===== src/rtl/tsaf_pkg.sv =====
// Shared constants, types and helper functions for the text shadow alpha filter.
package tsaf_pkg;

   localparam int MAX_WIDTH   = 1024;
   localparam int MAX_HEIGHT  = 1024;
   localparam int EDGE_BORDER = 5;

   localparam int COORD_W = $clog2(MAX_WIDTH);
   localparam int SIZE_W  = COORD_W + 1;
   localparam int CFG_W   = SIZE_W;
   localparam int PIX_W   = 8;
   localparam int GRAY_W  = 8;
   localparam int IDX_W   = 3;

   localparam int REQ_DATA_W = 24;
   localparam int RSP_DATA_W = 56;

   // Alpha = floor((20 * axis + diag) / 30), capped at 200.
   localparam int AXIS_WEIGHT = 20;
   localparam int ALPHA_DIV   = 30;
   localparam int ALPHA_CAP   = 200;
   localparam int SAT_LIMIT   = (ALPHA_CAP + 1) * ALPHA_DIV;
   localparam int RECIP_SHIFT = 18;
   localparam int RECIP       = (2 ** RECIP_SHIFT + ALPHA_DIV - 1) / ALPHA_DIV;
   localparam int NSUM_W      = $clog2(4 * 255 * (AXIS_WEIGHT + 1) + 1);
   localparam int DIV_IN_W    = $clog2(SAT_LIMIT);
   localparam int RECIP_W     = $clog2(RECIP + 1);
   localparam int PROD_W      = DIV_IN_W + RECIP_W;
   localparam int WSUM_W      = GRAY_W + 2;

   localparam int QDEPTH = 8;
   localparam int QPTR_W = $clog2(QDEPTH);
   localparam int QCNT_W = QPTR_W + 1;

   localparam logic [IDX_W-1:0] REG_FRAME_WIDTH  = 3'd0;
   localparam logic [IDX_W-1:0] REG_FRAME_HEIGHT = 3'd1;
   localparam logic [IDX_W-1:0] REG_SHADE_RED    = 3'd2;
   localparam logic [IDX_W-1:0] REG_SHADE_GREEN  = 3'd3;
   localparam logic [IDX_W-1:0] REG_SHADE_BLUE   = 3'd4;

   localparam logic [CFG_W-1:0] WIDTH_RESET  = 11'd640;
   localparam logic [CFG_W-1:0] HEIGHT_RESET = 11'd480;

   // Result slots of one pixel, in emission order.
   localparam int SLOT_MAIN     = 0;
   localparam int SLOT_ROW_END  = 1;
   localparam int SLOT_LAST_ROW = 2;
   localparam int SLOT_CORNER   = 3;
   localparam int NUM_SLOTS     = 4;

   typedef struct packed {
      logic [NUM_SLOTS-1:0] mask;
      logic                 interior;
      logic [PIX_W-1:0]     alpha;
      logic [COORD_W-1:0]   xm1;
      logic [COORD_W-1:0]   ym1;
      logic [COORD_W-1:0]   wm1;
      logic [COORD_W-1:0]   hm1;
   } tsaf_entry_type;

   function automatic logic [SIZE_W-1:0] clamp_size(input logic [CFG_W-1:0] v,
                                                    input logic [SIZE_W-1:0] hi);
      logic [SIZE_W-1:0] r;
      begin
         if (v < SIZE_W'(2)) begin
            r = SIZE_W'(2);
         end else if (v > hi) begin
            r = hi;
         end else begin
            r = v;
         end
         return r;
      end
   endfunction

   function automatic logic [GRAY_W-1:0] to_gray(input logic [PIX_W-1:0] red,
                                                 input logic [PIX_W-1:0] green,
                                                 input logic [PIX_W-1:0] blue);
      logic [PIX_W+4:0] s;
      begin
         s = (PIX_W+5)'(red) * (PIX_W+5)'(11) + ((PIX_W+5)'(green) << 4)
           + (PIX_W+5)'(blue) * (PIX_W+5)'(5);
         return s[PIX_W+4:5];
      end
   endfunction

endpackage


===== src/rtl/tsaf_back.sv =====
// Back end: walks the result slots of each queued pixel and drives the result register.
module tsaf_back (
   input  logic                        clock,
   input  logic                        reset,
   input  logic                        head_valid,
   input  tsaf_pkg::tsaf_entry_type    head,
   output logic                        pop,
   input  logic [tsaf_pkg::PIX_W-1:0]  shade_red,
   input  logic [tsaf_pkg::PIX_W-1:0]  shade_green,
   input  logic [tsaf_pkg::PIX_W-1:0]  shade_blue,
   output logic                        rsp_tvalid,
   input  logic                        rsp_tready,
   output logic [tsaf_pkg::RSP_DATA_W-1:0] rsp_tdata,
   output logic                        rsp_tlast,
   output logic                        rsp_tuser
);
   import tsaf_pkg::*;

   logic [NUM_SLOTS-1:0]  done_ff, done_in;
   logic [NUM_SLOTS-1:0]  rem, low;
   logic                  more, load, interior;
   logic                  rsp_valid_ff;
   logic [RSP_DATA_W-1:0] rsp_data_ff, rsp_data_in;
   logic                  rsp_last_ff, rsp_user_ff;
   logic [COORD_W-1:0]    x, y;

   always_comb begin
      rem  = head.mask & ~done_ff;
      low  = rem & (~rem + NUM_SLOTS'(1));
      more = |(rem & ~low);
      load = head_valid && (!rsp_valid_ff || rsp_tready);
      pop  = load && !more;

      x = (low[SLOT_MAIN] || low[SLOT_LAST_ROW]) ? head.xm1 : head.wm1;
      y = (low[SLOT_MAIN] || low[SLOT_ROW_END])  ? head.ym1 : head.hm1;
      interior = low[SLOT_MAIN] && head.interior;

      rsp_data_in = {(RSP_DATA_W - 2*COORD_W - 4*PIX_W)'(0),
                     interior ? head.alpha : PIX_W'(0),
                     interior ? shade_blue : PIX_W'(0),
                     interior ? shade_green : PIX_W'(0),
                     interior ? shade_red : PIX_W'(0),
                     y, x};

      done_in = done_ff;
      if (pop) begin
         done_in = '0;
      end else if (load) begin
         done_in = done_ff | low;
      end
   end

   always_ff @(posedge clock) begin
      if (reset) begin
         done_ff      <= '0;
         rsp_valid_ff <= 1'b0;
      end else begin
         done_ff <= done_in;
         if (load) begin
            rsp_valid_ff <= 1'b1;
         end else if (rsp_tready) begin
            rsp_valid_ff <= 1'b0;
         end
      end
   end

   always_ff @(posedge clock) begin
      if (load) begin
         rsp_data_ff <= rsp_data_in;
         rsp_last_ff <= !more;
         rsp_user_ff <= low[SLOT_CORNER];
      end
   end

   assign rsp_tvalid = rsp_valid_ff;
   assign rsp_tdata  = rsp_data_ff;
   assign rsp_tlast  = rsp_last_ff;
   assign rsp_tuser  = rsp_user_ff;

`ifndef ASSERT_OFF
   a_done_is_last: assert property (@(posedge clock) disable iff (reset)
      rsp_valid_ff && rsp_user_ff |-> rsp_last_ff)
      else $error("frame end beat is not the last beat of its pixel");
`endif

endmodule

===== config.mk =====
export PLATFORM = sky130hd
export DESIGN_NAME = tsaf_back
export DESIGN_NICKNAME = d
export VERILOG_FILES = /design/src/rtl/tsaf_pkg.sv /design/src/rtl/tsaf_back.sv
export SDC_FILE = /design/constraint.sdc
export NUM_CORES = 1
export LEC_CHECK = 0
export ABC_AREA = 1
export BUFFER_PORTS_ARGS = -buffer_cell sky130_fd_sc_hd__buf_2
export CAP_MARGIN = 20
export CORE_UTILIZATION = 40
export DETAILED_ROUTE_END_ITERATION = 6
export GPL_ROUTABILITY_DRIVEN = 0
export PLACE_DENSITY = 0.81
export REMOVE_ABC_BUFFERS = 1
export SLEW_MARGIN = 20
export SYNTH_ARGS = -nofsm -noshare
export SYNTH_HDL_FRONTEND = slang
export SYNTH_SLANG_ARGS = --single-unit

===== constraint.sdc =====
create_clock -name clock -period 4.4 [get_ports clock]
set_input_delay 0.22 -clock clock [delete_from_list [all_inputs] [get_ports clock]]
set_output_delay 0.22 -clock clock [all_outputs]
set_load 0.03 [all_outputs]

# Word level (Yosys, flattened, before mapping)
# Index checks and enable logic that the tools add are counted.
word_totals:
  register_bits: 59
  word_cells: 29
op_classes:
  add_sub_neg: 1
  muxes: 4
  n_bitwise: 7
  n_reduce_logical: 11
ops:
  columns: ["op", "n"]
  rows:
  - ["$mux W10", 2]
  - ["$and A4 B4 Y4", 3]
  - ["$not A4 Y4", 3]
  - ["$add A4 B1 Y4 const B", 1]
  - ["$or A4 B4 Y4", 1]
  - ["$reduce_or A4 Y1", 1]
  - ["$logic_and A1 B1 Y1", 3]
  - ["$logic_or A1 B1 Y1", 3]
  - ["$logic_not A1 Y1", 2]
  - ["$mux W1", 2]
  - ["$reduce_bool A2 Y1", 1]
  - ["$reduce_or A2 Y1", 1]

# Logic depth before layout (Yosys ltp)
logic_depth:
  ltp_word: 11
  ltp_mapped: 8
  depth_no_buf: 8

# Worst setup path after synthesis
# OpenSTA, ideal clock, no wires.
synth_path:
  kind: "register to output"
  start: "reg rsp_valid_ff (netlist: rsp_tvalid)"
  end: "out pop"
  t_arrival_ps: 2182
  t_required_ps: 4180
  slack_ps: 1998
  stages_incl_launch_ff: 6
  path_buffers: 0
  cell_sequence: "dfxtp_1 nand2_1 nand2_1 inv_1 nand3_2 inv_1"
synth_via:
  elab_chain_len: 4
synth_rtl:
  columns: ["element", "line", "text"]
  rows:
  - ["start: declaration", "tsaf_back.sv:22", "logic rsp_valid_ff;"]
  - ["start signal: assignment", "tsaf_back.sv:56", "rsp_valid_ff <= 1'b0;"]
  - ["start signal: assignment", "tsaf_back.sv:60", "rsp_valid_ff <= 1'b1;"]
  - ["start signal: assignment", "tsaf_back.sv:62", "rsp_valid_ff <= 1'b0;"]
  - ["$logic_not A1 Y1", "tsaf_back.sv:31", "load = head_valid && (!rsp_valid_ff || rsp_tready);"]
  - ["$logic_or A1 B1 Y1", "tsaf_back.sv:31", null]
  - ["$logic_and A1 B1 Y1", "tsaf_back.sv:31", null]
  - ["via load", "tsaf_back.sv:21", "logic more, load, interior;"]
  - ["$logic_and A1 B1 Y1", "tsaf_back.sv:32", "pop = load && !more;"]
  - ["end: declaration", "tsaf_back.sv:7", "output logic pop,"]
# The timed path passes the listed nets, and every way through them passes these cells.

# Final worst setup path
# Same ends and word-level chain as after synthesis.

==> impl_metrics.toml <==
[clocking]
cts_hold_buf = 0
clk_path_buf_depth = 2
clock_latency_ns = 0.32
post_cts_buffers = 0
root_buffer = "clkbuf_8"
h-tree-depth = 3
cts_buffers = 9
clkSinkCount = 59
cts_tree = "built"
clkTransAtPathRegs_ns = 0.06
cts_resized = 0

[cells_and_area]
nNetsFinal = 459
drive_above_1_share = 0.413
area_delta_synth_final_pct = 37.4
fin_area_mm2 = 0.00340
antenna_cells = 0
final_core_util = 0.571
finalNonFillerCells = 458

[global_routing]
antenna_found_initial = 0
grtUsageTotal = 0.159
grt_pass1_wl_um = 7570
grt_pass1_vias = 1806
gr-total-overflow = 0
grt_max_degree = 58

[sta]
period_minus_slack_ns = 2.39
rsz0062_at_grt = "no"
tightestPinTransition_ns = 0.984
fin_setup_tns_ns = 0
finalCritPeriodShare = 0.542
fin_ws_ns = 2.01
final_max_slew_viol_count = 0
slew_headroom = 0.343
setup_viol = 0
fmax_ghz = 0.419
hold_viol = 0
finalClockSkew_ns = 0.00620

[critical_path]
worst_ep_arrival_time_ns = 2.17
rrSetupSlack_ns = 2.51
crit_path_end_kind = "output pin"
cpPeakStageDelay_ns = 0.72
cp_slowest_cell = "clkinv_2"
crit_buf_inv = 3
cp-start-kind = "flip-flop"
critPathKind = "flip-flop to output pin"
worst-path-max-fanout = 57
cp_cell_sequence = "nand2_1 > nand2_1 > clkinv_2 > nand3_2 > inv_1 > buf_2"
crit_family = "buffers and inverters"
path_common_cell = "nand2_1"
worstPathRequired_ns = 4.18

[placement]
hpwlAfterDp_um = 3750
place_worst_setup_slack_ns = 2.28
dp_cells = 442
place_area_mm2 = 0.00319
io_buffer_count = 136

[run_status]
status = "complete, no violations"

[logic_synthesis]
synth-seq-cells = 59
yosysSeqAreaShare = 0.695
yosys_warnings = 0
synth_cells = 239
syn_area_per_cell_um2 = 10.4
synth_area_mm2 = 0.00248
synth_cell_type_count = 18

[power]
leakage_nw = 1.81
power.density_mw_per_mm2 = 416
ir_drop_mv = 0.245

[floorplan]
coreArea_mm2 = 0.00596
io_pins = 141
die_w_um = 80.7
dieArea_mm2 = 0.00651
rows = 28
initial_core_util = 0.416
die_height_um = 80.7

[flow_run]
cap_violations = 0

[drt]
vias_per_cell = 4.34
drt_iter0_drc = 92
wirelength_um = 5070
dr.pass1.iters = 6
drtAntennaViolNets = 0
drc = 0
vias = 1986
wl_per_cell_um = 11.1

[hold_path]
min_path_type = "primary input to flip-flop"
==> path summary, 6_finish.rpt <==
kind / startpoint / to / cells after the start
worst max register to register: rsp_tvalid / done_ff[2] / 6
worst min register to register: done_ff[3] / done_ff[3] / 2
worst min-delay path: reset / rsp_tvalid / 2
worst max-delay path: rsp_tvalid / pop / 6
==> layout make-up <==
cell class | count | area (um2)
fillers | 546 | 2550
clock inverters | 5 | 77.6
flip-flops and latches | 59 | 1720
clock buffers | 11 | 131
repair buffers | 136 | 681
well taps | 75 | 93.8
multi-input cells | 116 | 485
inverters | 56 | 211
==> through the flow <==
stage          total power [mW]  hold WS (ns)
3_3_place_gp              0.905         0.396
2_1_floorplan             0.825         0.289
3_5_place_dp              0.912         0.404
4_1_cts                    1.43        0.0565
6_report                   1.41        0.0710
5_1_grt                    1.48        0.0749
==> synth_stat cells <==
cell type / n / area share
nor2_1: 39 / 0.059
edfxtp_1: 54 / 0.65
buf_2: 5 / 0.010
nand3_2: 1 / 0.0040
nand3_1: 1 / 0.0020
o21ai_2: 1 / 0.0035
dfxtp_1: 5 / 0.040
a21oi_1: 1 / 0.0020
o21ai_1: 1 / 0.0020
a31oi_1: 2 / 0.0051
nor2_2: 2 / 0.0051
buf_4: 6 / 0.018
nand2_1: 49 / 0.074
conb_1: 1 / 0.0015
nand4_1: 1 / 0.0025
o21ai_0: 10 / 0.020
nand2_2: 4 / 0.010
inv_1: 56 / 0.085
==> sequential cells by signal (all words and copies together), names as in the netlist <==
signal      count
rsp_tuser       1
rsp_tlast       1
rsp_tvalid      1
done_ff         4
rsp_tdata      52
==> cells in the final DEF (no fill, tap or decap), drive strengths merged <==
cell    count
inv        55
a21oi       1
bufinv      2
buf       136
dfxtp       5
clkinv      4
a31oi       2
clkbuf     11
o21ai      12
nor2       41
nand3       2
conb        4
nand2      53
nand4       1
edfxtp     54
==> report_power, final <==
| group | total (mW) | switching [mW] | leakage [nW] | internal [mW] |
|---|---|---|---|---|
| clock | 0.517 | 0.200 | 0.105 | 0.318 |
| sequential | 0.670 | 0.0101 | 0.583 | 0.660 |
| combinational | 0.226 | 0.158 | 1.12 | 0.0688 |
==> per-layer routing <==
metal	part of all wire	GRT usage	routed length (um)	up-vias
li1	-	-	-	1005
met1	0.41	0.170	2080	872
met2	0.49	0.282	2460	99
met3	0.086	0.0545	437	10
met4	0.017	0.0696	86	0
met5	0	0	0	-
==> logic make-up after synthesis <==
family,synth area share
buffers and inverters,0.113
AOI/OAI and AO/OA,0.0328
DFF,0.695
and+or+nand+nor,0.157
other,0.00151
No activity file was read; power rests on OpenSTA's default activity.
