File: src/rtl/tsaf_pkg.sv
// Shared constants, types and helper functions for the text shadow alpha filter.
package tsaf_pkg;

   localparam int MAX_WIDTH   = 1024;
   localparam int MAX_HEIGHT  = 1024;
   localparam int EDGE_BORDER = 5;

   localparam int COORD_W = $clog2(MAX_WIDTH);
   localparam int SIZE_W  = COORD_W + 1;
   localparam int CFG_W   = SIZE_W;
   localparam int PIX_W   = 8;
   localparam int GRAY_W  = 8;
   localparam int IDX_W   = 3;

   localparam int REQ_DATA_W = 24;
   localparam int RSP_DATA_W = 56;

   // Alpha = floor((20 * axis + diag) / 30), capped at 200.
   localparam int AXIS_WEIGHT = 20;
   localparam int ALPHA_DIV   = 30;
   localparam int ALPHA_CAP   = 200;
   localparam int SAT_LIMIT   = (ALPHA_CAP + 1) * ALPHA_DIV;
   localparam int RECIP_SHIFT = 18;
   localparam int RECIP       = (2 ** RECIP_SHIFT + ALPHA_DIV - 1) / ALPHA_DIV;
   localparam int NSUM_W      = $clog2(4 * 255 * (AXIS_WEIGHT + 1) + 1);
   localparam int DIV_IN_W    = $clog2(SAT_LIMIT);
   localparam int RECIP_W     = $clog2(RECIP + 1);
   localparam int PROD_W      = DIV_IN_W + RECIP_W;
   localparam int WSUM_W      = GRAY_W + 2;

   localparam int QDEPTH = 8;
   localparam int QPTR_W = $clog2(QDEPTH);
   localparam int QCNT_W = QPTR_W + 1;

   localparam logic [IDX_W-1:0] REG_FRAME_WIDTH  = 3'd0;
   localparam logic [IDX_W-1:0] REG_FRAME_HEIGHT = 3'd1;
   localparam logic [IDX_W-1:0] REG_SHADE_RED    = 3'd2;
   localparam logic [IDX_W-1:0] REG_SHADE_GREEN  = 3'd3;
   localparam logic [IDX_W-1:0] REG_SHADE_BLUE   = 3'd4;

   localparam logic [CFG_W-1:0] WIDTH_RESET  = 11'd640;
   localparam logic [CFG_W-1:0] HEIGHT_RESET = 11'd480;

   // Result slots of one pixel, in emission order.
   localparam int SLOT_MAIN     = 0;
   localparam int SLOT_ROW_END  = 1;
   localparam int SLOT_LAST_ROW = 2;
   localparam int SLOT_CORNER   = 3;
   localparam int NUM_SLOTS     = 4;

   typedef struct packed {
      logic [NUM_SLOTS-1:0] mask;
      logic                 interior;
      logic [PIX_W-1:0]     alpha;
      logic [COORD_W-1:0]   xm1;
      logic [COORD_W-1:0]   ym1;
      logic [COORD_W-1:0]   wm1;
      logic [COORD_W-1:0]   hm1;
   } tsaf_entry_type;

   function automatic logic [SIZE_W-1:0] clamp_size(input logic [CFG_W-1:0] v,
                                                    input logic [SIZE_W-1:0] hi);
      logic [SIZE_W-1:0] r;
      begin
         if (v < SIZE_W'(2)) begin
            r = SIZE_W'(2);
         end else if (v > hi) begin
            r = hi;
         end else begin
            r = v;
         end
         return r;
      end
   endfunction

   function automatic logic [GRAY_W-1:0] to_gray(input logic [PIX_W-1:0] red,
                                                 input logic [PIX_W-1:0] green,
                                                 input logic [PIX_W-1:0] blue);
      logic [PIX_W+4:0] s;
      begin
         s = (PIX_W+5)'(red) * (PIX_W+5)'(11) + ((PIX_W+5)'(green) << 4)
           + (PIX_W+5)'(blue) * (PIX_W+5)'(5);
         return s[PIX_W+4:5];
      end
   endfunction

endpackage

File: src/rtl/tsaf_queue.sv
// Short queue of classified pixels between the front end and the result sequencer.
module tsaf_queue (
   input  logic                        clock,
   input  logic                        reset,
   input  logic                        push,
   input  tsaf_pkg::tsaf_entry_type    push_entry,
   input  logic                        pop,
   output logic                        head_valid,
   output tsaf_pkg::tsaf_entry_type    head,
   output logic [tsaf_pkg::QCNT_W-1:0] count
);
   import tsaf_pkg::*;

   tsaf_entry_type      entries_ff [QDEPTH];
   logic [QPTR_W-1:0]   wr_ptr_ff, rd_ptr_ff;
   logic [QCNT_W-1:0]   count_ff, count_in;

   assign head       = entries_ff[rd_ptr_ff];
   assign head_valid = (count_ff != '0);
   assign count      = count_ff;

   always_comb begin
      count_in = count_ff;
      if (push && !pop) begin
         count_in = count_ff + QCNT_W'(1);
      end else if (pop && !push) begin
         count_in = count_ff - QCNT_W'(1);
      end
   end

   always_ff @(posedge clock) begin
      if (reset) begin
         wr_ptr_ff <= '0;
         rd_ptr_ff <= '0;
         count_ff  <= '0;
      end else begin
         if (push) begin
            wr_ptr_ff <= wr_ptr_ff + QPTR_W'(1);
         end
         if (pop) begin
            rd_ptr_ff <= rd_ptr_ff + QPTR_W'(1);
         end
         count_ff <= count_in;
      end
   end

   always_ff @(posedge clock) begin
      if (push) begin
         entries_ff[wr_ptr_ff] <= push_entry;
      end
   end

`ifndef ASSERT_OFF
   a_no_overflow: assert property (@(posedge clock) disable iff (reset)
      push && !pop |-> count_ff < QCNT_W'(QDEPTH))
      else $error("queue written while full");
   a_no_underflow: assert property (@(posedge clock) disable iff (reset)
      pop |-> count_ff != '0)
      else $error("queue read while empty");
`endif

endmodule

File: config.mk
export PLATFORM = sky130hd
export DESIGN_NAME = tsaf_queue
export DESIGN_NICKNAME = d
export VERILOG_FILES = /design/src/rtl/tsaf_pkg.sv /design/src/rtl/tsaf_queue.sv
export SDC_FILE = /design/constraint.sdc
export NUM_CORES = 1
export LEC_CHECK = 0
export BUFFER_PORTS_ARGS = -buffer_cell sky130_fd_sc_hd__buf_2
export CORE_MARGIN = 2
export CORE_UTILIZATION = 45
export DETAILED_ROUTE_END_ITERATION = 10
export PLACE_DENSITY_LB_ADDON = 0.1
export SYNTH_ARGS = -nofsm -noshare
export SYNTH_HDL_FRONTEND = slang
export SYNTH_SLANG_ARGS = --single-unit
File: constraint.sdc
create_clock -name clock -period 8.4 [get_ports clock]
set_clock_uncertainty 0.05 [all_clocks]
set_input_delay 1.68 -clock clock [delete_from_list [all_inputs] [get_ports clock]]
set_output_delay 1.68 -clock clock [all_outputs]
set_load 0.05 [all_outputs]
==> Word level (Yosys, flattened, before mapping) <==
Memories as Yosys holds them, arrays and structs flattened. A register that Yosys moved wholly into a read port is not among the register bits.
Index checks and enable logic that the tools add are counted.
{ "word_totals": {"memories": 1, "mem_bits_rw": 424, "ff_bits": 10, "word_cells": 20, "output_inout_bits": 58} }
{ "op_classes": {"add_sub_neg": 4, "mux": 6, "n_reduce_logical": 6} }
{ "mem_list": {"columns": ["name", "depth", "width", "rd", "rd_clocked_by_memory_dff", "wr", "line", "text"], "rows": [
  ["entries_ff", 8, 53, 1, 1, 1, "tsaf_queue.sv:14", "tsaf_entry_type entries_ff [QDEPTH];"]
]} }
{ "ops": {"columns": ["op", "count"], "rows": [
  ["2-to-1 mux 4 bit", 2],
  ["adder 3 x 1 -> 3 bit, second input constant", 2],
  ["2-to-1 mux 3 bit", 2],
  ["adder 4 x 1 -> 4 bit, second input constant", 1],
  ["nonzero test 4 bit", 1],
  ["subtractor 4 x 1 -> 4 bit, second input constant", 1],
  ["logical AND 1 bit", 2],
  ["zero test 1 bit", 2],
  ["2-to-1 mux 1 bit", 2],
  ["nonzero test 2 bit", 1]
]} }

==> Depth between registers and ports, before layout <==
Gate-level depths: netlist of run 1.
{ "logic_depth": {"ltp_word": 4, "depth_mapped": 8, "ltp_nobuf": 8} }

==> Worst setup path after synthesis of run 1 <==
Ideal clock, no wire load.
{ "synth_path": {"path_kind": "input -> register", "from": "input push", "to": "memory entries_ff[0][0] in the netlist's numbering (enable)", "arrival_time_ps": 5388, "path_stages": 2, "slack_ps": 2433, "cell_sequence": "nand2b_1 > nor3_1"} }
{ "synth_between": {"elab_chain_len": 2} }
{ "synth_lines": {"columns": ["item", "line", "text"], "rows": [
  ["start: declaration", "tsaf_queue.sv:5", "input logic push,"],
  ["2-to-1 mux 1 bit", "tsaf_queue.sv:48", "if (push) begin"],
  ["2-to-1 mux 1 bit (implied by the code)", "tsaf_queue.sv:49", "entries_ff[wr_ptr_ff] <= push_entry;"],
  ["end: declaration", "tsaf_queue.sv:14", null]
]} }
No other way between the ends.

==> impl_metrics.json, run 1 <==
{
  "synthSimpleGateAreaFrac_pct": 0.8006,
  "drive_above_1_share_pct": 41.33,
  "r2r_slack_ns": 5.84,
  "path_max_fanout": 56,
  "grt_pass1_wl_um": 48440,
  "switching_power_uw": 1160,
  "required_ns": 6.67,
  "cp-end-kind": "output pin",
  "antenna_left": 0,
  "finalPower_uw": 5058,
  "gr-usage-met3_pct": 3.816,
  "tns_ns": 0,
  "hold-path-cell-count": 2,
  "via_per_inst": 5.470,
  "drv_cap": 0,
  "drtIter0Drc": 334,
  "insertion_delay_ns": 0.55,
  "overflow": 0,
  "io_pins": 115,
  "syn_avg_cell_area_sq_um": 24.56,
  "grt_antenna_before_repair": 5,
  "grt_pass1_vias": 7917,
  "tightest_slew_ns": 1.047,
  "ctsResizeCount": 0,
  "syn_to_final_growth_pct": 15.73,
  "r2r_start": "wr_ptr_ff[0]$_SDFFE_PP0P_",
  "grt.busiest_layer": "met2",
  "rsz0062_at_grt": "no",
  "p_leak_uw": 0.006317,
  "finalWirelength_um": 32380,
  "dieArea_sq_um": 38720,
  "synth-xor-area-share_pct": 0.3143,
  "synthMuxAreaShare_pct": 19.17,
  "die_w_um": 196.8,
  "path_clk_slew_ns": 0.06,
  "hold_viol": 0,
  "drc_errors": 0,
  "slew_viol_final": 0,
  "routabilityCongestion": 0.6858,
  "cts_hold_buf": 0,
  "numPortBuffers": 114,
  "netlist_area_sq_um": 16720,
  "power_frac_seq_pct": 49.2,
  "internal-power_uw": 3898,
  "hp-class": "reg2reg",
  "switching_share_pct": 22.93,
  "syn_inst": 681,
  "cp_data_arrival_time_ns": 3.16,
  "ys_types": 27,
  "r2r-end": "entries_ff[5][45]$_DFFE_PP_",
  "vias": 7269,
  "cts-root-buf": "clkbuf_16",
  "ir_drop_mv": 0.1637,
  "syn_nets": 744,
  "synth_adder_area_share_pct": 0.4938,
  "cp-endpoint": "head[6]",
  "p_per_area_nw_per_um2": 261.4,
  "cts.htree.levels": 2,
  "crit_path_start_kind": "register",
  "path_class": "reg2out",
  "synth_compound_area_share_pct": 0.1422,
  "post_cts_buffers": 0,
  "rows": 70,
  "fmax_ghz": 0.2045,
  "core-area_sq_um": 36610,
  "fin_nets": 888,
  "grt.total_usage_pct": 17.27,
  "first_pass_iters": 6,
  "synth_top_family_by_area": "multiplexers",
  "comb_power_share_pct": 10.9,
  "hpwl_um": 17560,
  "cts_tree": "yes",
  "slew_headroom_pct": 30.04,
  "cts_made_buffers": 47,
  "status": "finished clean",
  "start_util_pct": 45.68,
  "fin_crit_ns": 4.891,
  "ys_warn_count": 0,
  "post_drt_wl_per_cell_um": 24.37,
  "min_period_over_period_pct": 58.22,
  "use_met1_pct": 20.79,
  "use_met2_pct": 31.04,
  "finalSetupViolations": 0,
  "grt_max_degree": 79,
  "clkPwrFrac_pct": 39.9,
  "cts_buffer_depth": 3,
  "die_h_um": 196.8,
  "cts.sinks": 437,
  "yosysSeqAreaShare_pct": 77.70,
  "r2r_cells": 3,
  "ys_seq_elements": 437
}
[final cells by class]
class / instances / area (sq um)
Fill cell: 2815 / 17260
Sequential cell: 437 / 13000
Multi-Input combinational cell: 210 / 3553
Clock buffer: 57 / 1214
Timing Repair Buffer: 127 / 680.7
Tap cell: 468 / 585.6
Clock inverter: 26 / 302.8
Inverter: 2 / 7.507
Antenna cell: 2 / 5.005
[worst min-delay path by stage]
stage	slack, ns	endpoint	from
floorplan	0.43	register	rd_ptr_ff[2]$_SDFFE_PP0P_
global placement	0.46	register	rd_ptr_ff[2]$_SDFFE_PP0P_
detailed placement	0.46	register	rd_ptr_ff[2]$_SDFFE_PP0P_
CTS	0.48	register	rd_ptr_ff[2]$_SDFFE_PP0P_
global route	0.53	register	rd_ptr_ff[2]$_SDFFE_PP0P_
finish	0.47	register	rd_ptr_ff[2]$_SDFFE_PP0P_
[routing by layer]
layer,share of wire (%),up-vias,wire (um)
met5,0.065,-,21
li1,-,3184,-
met3,4.5,60,1447
met4,2.3,4,738
met1,40,3882,13090
met2,53,139,17080
[cell families after synthesis]
kind of cell,Yosys count
flip-flops,437
multiplexers,163
buffers and inverters,34
AND/OR/NAND/NOR,31
XOR/XNOR,6
adder cells (fa/ha/maj),6
AO/OA/AOI/OAI,4
[placed cells by master, fill, tap and decap left out, drive strengths merged]
cell type and n:
dfxtp 13, xnor2 3, clkinvlp 1, mux2 54, nand2 4, mux2i 3, a21oi 2, buf 127
nor2 19, inv 3, diode 2, nor2b 1, a31oi 1, nand3 1, fa 1, bufinv 7
xor2 3, clkinv 17, mux4 106, nor3 2, edfxtp 424, a211oi 1, ha 5, clkbuf 57
nand2b 3, or4 1
[flip-flops by register name, summed over array words and instances, names as in the netlist, named ones only]
| signal | cells |
|---|---|
| wr_ptr_ff | 3 |
| count | 4 |
| entries_ff | 424 |
| rd_ptr_ff | 3 |
[synth_stat cells (all sizes together)]
library cell  number  share of area, %
a31oi              1             0.037
nor2b              1             0.037
mux2i              3              0.18
a21oi              2             0.060
ha                 5              0.37
mux4             106                14
xnor2              3              0.16
buf               18               1.0
nor3               2             0.060
inv                2             0.045
nand2b             3              0.11
mux2              54               4.5
nand2              4             0.090
nand3              1             0.030
fa                 1              0.12
a211oi             1             0.045
dfxtp             13               1.6
clkbuf            14              0.31
nor2              19              0.43
edfxtp           424                76
or4                1             0.045
xor2               3              0.16
[per-stage QoR]
stage	area [sq um]	setup WS, ns	util [%]	hold slack [ns]	instances
global placement	17830	4.078	48.70	0.4637	1244
global route	19350	3.339	52.85	0.5252	1327
CTS	19350	3.434	52.85	0.4816	1327
floorplan	16720	2.433	-	0.4347	681
detailed placement	17830	4.039	48.70	0.4617	1244
finish	19350	3.509	52.86	0.4745	1329
[power groups by stage]
stage	combinational, uW	sequential [uW]	clock [uW]
2_1_floorplan	430	2530	0
3_3_place_gp	549	2530	0
3_5_place_dp	559	2540	0
4_1_cts	560	2490	2060
5_1_grt	584	2500	2150
6_report	550	2490	2020
[critical path: stages, from the launching register on]
cell and delay (ns):
dfxtp_4 0.86, buf_4 0.78, mux4_2 0.40, mux2_2 0.31, buf_2 0.22
Note: power is estimated with default switching activity, not from simulation.
==> run 2, diff against run 1 <==
clock period = 4.2 ns   (was 8.4 ns; I/O delays follow)
==> run 2 against run 1 <==
Largest cell class unchanged. Global-route usage rose by 0.063 points. Non-clock buffer count rose by 9. Register-to-register slack got worse by 3.7 ns.
==> impl_metrics.json, run 2 (synthesized netlist as in run 1, its figures left out) <==
{
  "drtIter0Drc": 377,
  "path_class": "reg2out",
  "rows": 70,
  "grt_antenna_before_repair": 3,
  "numPortBuffers": 114,
  "critical_path.cell_chain": "buf_4 > mux4_2 > mux2_4 > buf_2",
  "overflow": 0,
  "drc_errors": 0,
  "path_max_fanout": 33,
  "first_pass_iters": 4,
  "grt_max_degree": 44,
  "grt_pass1_wl_um": 49250,
  "antenna_left": 0,
  "p_per_area_nw_per_um2": 510.9,
  "path_clk_slew_ns": 0.06,
  "tns_ns": 0,
  "dp.cells": 1253,
  "ir_drop_mv": 0.3541,
  "cts.htree.levels": 2,
  "cts_buffer_depth": 3,
  "rsz0062_at_grt": "no",
  "finalSetupViolations": 0,
  "layout_common_cells": "424 x edfxtp_1, 114 x buf_2, 98 x mux4_2, 47 x clkbuf_16, 40 x mux2_4",
  "vias": 7343,
  "ctsResizeCount": 0,
  "hp-class": "reg2reg",
  "fin_crit_ns": 3.653,
  "insertion_delay_ns": 0.54,
  "dieArea_sq_um": 38720,
  "tightest_slew_ns": 0.6814,
  "via_per_inst": 5.496,
  "finalWirelength_um": 32440,
  "grt_pass1_vias": 7919,
  "crit_path_top_delay_cell": "dfxtp_4",
  "final_common_cell": "edfxtp_1",
  "slew_headroom_pct": 54.57,
  "cts_made_buffers": 45,
  "status": "finished clean",
  "crit_path_max_incr_delay_ns": 0.80,
  "die_w_um": 196.8,
  "timing.hold.ws_ns": 0.4689,
  "largest_register_ffs": 424,
  "die_h_um": 196.8,
  "min_period_over_period_pct": 86.97,
  "io_pins": 115,
  "p_leak_uw": 0.006336,
  "post_cts_buffers": 0,
  "slew_viol_final": 0,
  "syn_to_final_growth_pct": 16.31,
  "crit_path_start_kind": "register",
  "fin_nets": 895,
  "instances_no_fill": 1336,
  "core-area_sq_um": 36610,
  "drive_above_1_share_pct": 41.50,
  "cts_hold_buf": 0,
  "hpwl_um": 17940,
  "hold_viol": 0,
  "drv_cap": 0,
  "post_drt_wl_per_cell_um": 24.28,
  "grt.total_usage_pct": 17.33,
  "routabilityCongestion": 0.6863,
  "cts-root-buf": "clkbuf_16",
  "top_register": "entries_ff",
  "cp-end-kind": "output pin",
  "cp_data_arrival_time_ns": 2.76,
  "required_ns": 3.31,
  "fmax_ghz": 0.2738,
  "start_util_pct": 45.68,
  "cts.sinks": 437,
  "cts_tree": "yes"
}
==> run 2: changes by cell type in the layout (fill, tap and decap cells not counted) <==
cell       change
bufinv_16      -3
clkinv_1       -2
nor3_4         +2
buf_12         +8
clkbuf_1       +4
diode_2        +1
clkinv_2       -4
buf_4          +1
clkinv_4       +2
nor3_2         -2
==> run 2: metal layers <==
metal / up-vias / global-route usage, % / wire [um]
met4: 0 / 4.623 / 535
met5: - / 0 / 0
li1: 3200 / - / -
met2: 167 / 29.15 / 16310
met1: 3932 / 23.05 / 13920
met3: 44 / 3.884 / 1666
==> run 2: per-stage QoR <==
stage	utilization (%)	area, sq um	total power [uW]	setup slack, ns
after floorplan	-	16730	5916	0.4947
after global placement	49.20	18010	6185	1.061
after detailed placement	49.20	18010	6214	1.033
after CTS	53.11	19440	10070	0.4335
after global routing	53.11	19440	10290	0.3598
final	53.13	19450	9937	0.5473
==> run 2: final timing paths <==
path / from / to / slack, ns / cells after the start
max reg2reg: wr_ptr_ff[0]$_SDFFE_PP0P_ / entries_ff[1][12]$_DFFE_PP_ / 2.13 / 3
min reg2reg: rd_ptr_ff[2]$_SDFFE_PP0P_ / rd_ptr_ff[2]$_SDFFE_PP0P_ / 0.47 / 2
max: register / head[49] / 0.55 / 4
min: rd_ptr_ff[2]$_SDFFE_PP0P_ / rd_ptr_ff[2]$_SDFFE_PP0P_ / 0.47 / 2
==> run 2: final cells by class <==
type	count	area, sq um
Fill cell	2790	17160
Sequential cell	437	13000
Multi-Input combinational cell	210	3566
Clock buffer	61	1229
Timing Repair Buffer	136	848.3
Tap cell	468	585.6
Clock inverter	19	202.7
Inverter	2	7.507
Antenna cell	3	7.507
==> run 2: where the power goes <==
part           internal, uW  total [uW]  switching [uW]
sequential             4910        4980            70.9
clock                  2290        3840            1540
combinational           431        1120             693
==> run 2: critical path, delay by kind of cell (launching register included) <==
family | cells | cell delay, ns
flip-flops | 1 | 0.80
multiplexers | 2 | 0.82
buffers and inverters | 2 | 0.59
==> run 3, diff against run 2 <==
ABC_AREA = 1   (was not set)
==> run 3 against run 2 <==
Routed wire length increased by 24%. First-iteration DRC count increased by 100%. Core utilization decreased by 0.95 points. Clock-buffer cell count increased by 2. Critical path type unchanged. Critical endpoint is now head[5]. Largest power group unchanged.
==> impl_metrics.json, run 3 <==
{
  "status": "finished clean",
  "synth_compound_area_share_pct": 6.306,
  "crit_path_top_delay_cell": "dfxtp_4",
  "routabilityCongestion": 0.7406,
  "cts_made_buffers": 47,
  "rows": 72,
  "slew_headroom_pct": 38.23,
  "switching_power_uw": 2607,
  "die_w_um": 201.6,
  "synthTopCellsByCount": "440 x nor2_1, 424 x edfxtp_1, 286 x nand2_1, 171 x o21ai_1, 42 x o21ai_0",
  "required_ns": 3.31,
  "vias": 10862,
  "final_common_cell": "nor2_1",
  "post-route-util_pct": 52.18,
  "cts_hold_buf": 0,
  "tns_ns": 0,
  "antennaDiodeCount": 0,
  "fillers": 3369,
  "post-place-ws_ns": 1.140,
  "largest_register_ffs": 424,
  "fin_crit_ns": 3.617,
  "insertion_delay_ns": 0.55,
  "synthSimpleGateAreaFrac_pct": 15.76,
  "post_drt_wl_per_cell_um": 18.61,
  "hpwl_um": 20350,
  "cp_data_arrival_time_ns": 2.73,
  "layout_common_cells": "432 x nor2_1, 424 x edfxtp_1, 286 x nand2_1, 171 x o21ai_1, 114 x buf_2",
  "hold_viol": 0,
  "path_clk_slew_ns": 0.06,
  "register_area_sq_um": 13000,
  "clkPwrFrac_pct": 39.4,
  "start_util_pct": 45.48,
  "numPortBuffers": 114,
  "crit_path_max_incr_delay_ns": 0.66,
  "switching_share_pct": 25.44,
  "grt_max_degree": 121,
  "dieArea_sq_um": 40660,
  "finalPower_uw": 10240,
  "grt_pass1_vias": 10870,
  "multiInputGateArea_sq_um": 4039,
  "p_per_area_nw_per_um2": 508.0,
  "synth_edf_count": 424,
  "cp-end-kind": "output pin",
  "post_cts_buffers": 0,
  "netlist_area_sq_um": 17580,
  "p_leak_uw": 0.007416,
  "post-route-worst-setup-slack_ns": 0.5828,
  "timing.hold.ws_ns": 0.4278,
  "drtIter0Drc": 772,
  "fmax_ghz": 0.2765,
  "grt_pass1_wl_um": 62580,
  "internal-power_uw": 7638,
  "comb_power_share_pct": 12.5,
  "synth_top_area_share_pct": 72.43,
  "path_max_fanout": 57,
  "cpMostUsedCell": "nand2_1",
  "finalWirelength_um": 40110,
  "syn_avg_cell_area_sq_um": 11.75,
  "slew_viol_final": 0,
  "ir_drop_mv": 0.2930,
  "path_class": "reg2out",
  "overflow": 0,
  "rsz0062_at_grt": "no",
  "synthMuxAreaShare_pct": 0,
  "crit_path_start_kind": "register",
  "syn_to_final_growth_pct": 14.73,
  "syn_nets": 1559,
  "synth_top_family_by_area": "simple AND/OR/NAND/NOR gates",
  "fin_nets": 1664,
  "hp-class": "reg2reg",
  "cts.htree.levels": 2,
  "io_pins": 115,
  "via_per_inst": 5.038,
  "cts-root-buf": "clkbuf_16",
  "grt_antenna_before_repair": 3,
  "async_reset_ff_share_pct": 0,
  "post-synth-top-area-cell": "edfxtp_1",
  "drv_cap": 0,
  "first_pass_iters": 5,
  "yosysSeqAreaShare_pct": 73.91,
  "ys_seq_elements": 437,
  "die_h_um": 201.6,
  "antenna_left": 0,
  "drive_above_1_share_pct": 13.19,
  "synthFlopType": "edfxtp_1",
  "ys_warn_count": 0,
  "ctsResizeCount": 0,
  "synth_area_leaders": "edfxtp_1 72%, nor2_1 9.4%, nand2_1 6.1%",
  "tightest_slew_ns": 0.9265,
  "top_register": "entries_ff",
  "drc_errors": 0,
  "core-area_sq_um": 38650,
  "min_period_over_period_pct": 86.12,
  "critical_path.cell_chain": "buf_4 > nor2_1 > nor2_1 > o21ai_1 > nand2_1 > nand2_1 > nand2_1 > buf_2",
  "syn_inst": 1496,
  "worstHoldStart": "rd_ptr_ff[1]$_SDFFE_PP0P_",
  "finalSetupViolations": 0,
  "synth-xor-area-share_pct": 0.09965,
  "grt.total_usage_pct": 20.00,
  "r2r_start": "wr_ptr_ff[0]$_SDFFE_PP0P_",
  "power_frac_seq_pct": 48.1,
  "synth_adder_area_share_pct": 0.4698,
  "cts_tree": "yes",
  "post-synth-top-count-cell": "nor2_1",
  "ys_types": 24,
  "cts_buffer_depth": 3,
  "cts.sinks": 437
}
==> run 3: path summary, 6_finish.rpt <==
| check | to | slack [ns] | cells past startpoint |
|---|---|---|---|
| worst max register to register | entries_ff[3][32]$_DFFE_PP_ | 2.14 | 3 |
| worst min register to register | register | 0.43 | 2 |
| worst min-delay path | register | 0.43 | 2 |
| worst max-delay path | head[5] | 0.58 | 8 |
==> run 3: routing by layer <==
layer	share of wire [%]	vias to the layer above	GRT usage, %	routed length [um]
li1	-	5323	-	-
met2	47	244	33.77	19050
met5	0.085	-	0	34
met1	46	5226	27.27	18320
met4	2.2	6	5.173	863
met3	4.6	63	3.013	1850
==> run 3: metrics by stage <==
stage	cell area [sq um]	cells
2_1_floorplan	17580	1496
3_3_place_gp	18660	2070
3_5_place_dp	18660	2070
4_1_cts	20170	2156
5_1_grt	20170	2156
6_report	20170	2156
==> run 3: critical path: cells and delay by family, from the launching register on <==
kind | cells | cell delay [ns]
buf+inv | 2 | 0.90
flops | 1 | 0.66
simple gates | 5 | 0.52
compound gates | 1 | 0.08
==> run 3: logic make-up (layout without fill, tap and decap cells) <==
logic type               after synthesis  count (layout)
AND/OR/NAND/NOR                      734             734
flip-flops                           437             437
AO/OA/AOI/OAI                        221             221
buffers and inverters                 96             238
adder cells (fa/ha/maj)                6               6
XOR/XNOR                               2               2
==> run 3: final cells by class <==
cell class / instances / share of cell area, %
repair buffers: 138 / 4.529
multi-input cells: 963 / 20.03
inverters: 14 / 0.2916
flip-flops and latches: 437 / 64.47
clock buffers: 63 / 6.341
well taps: 518 / 3.214
clock inverters: 23 / 1.129
==> run 3: power by group through the flow <==
stage                     sequential [uW]  combinational [uW]  clock (uW)
after floorplan                      5030                 942           0
after global placement               5020                1290           0
after detailed placement             5020                1300           0
after CTS                            4930                1300        4120
after global routing                 4940                1420        4270
final                                4930                1280        4030
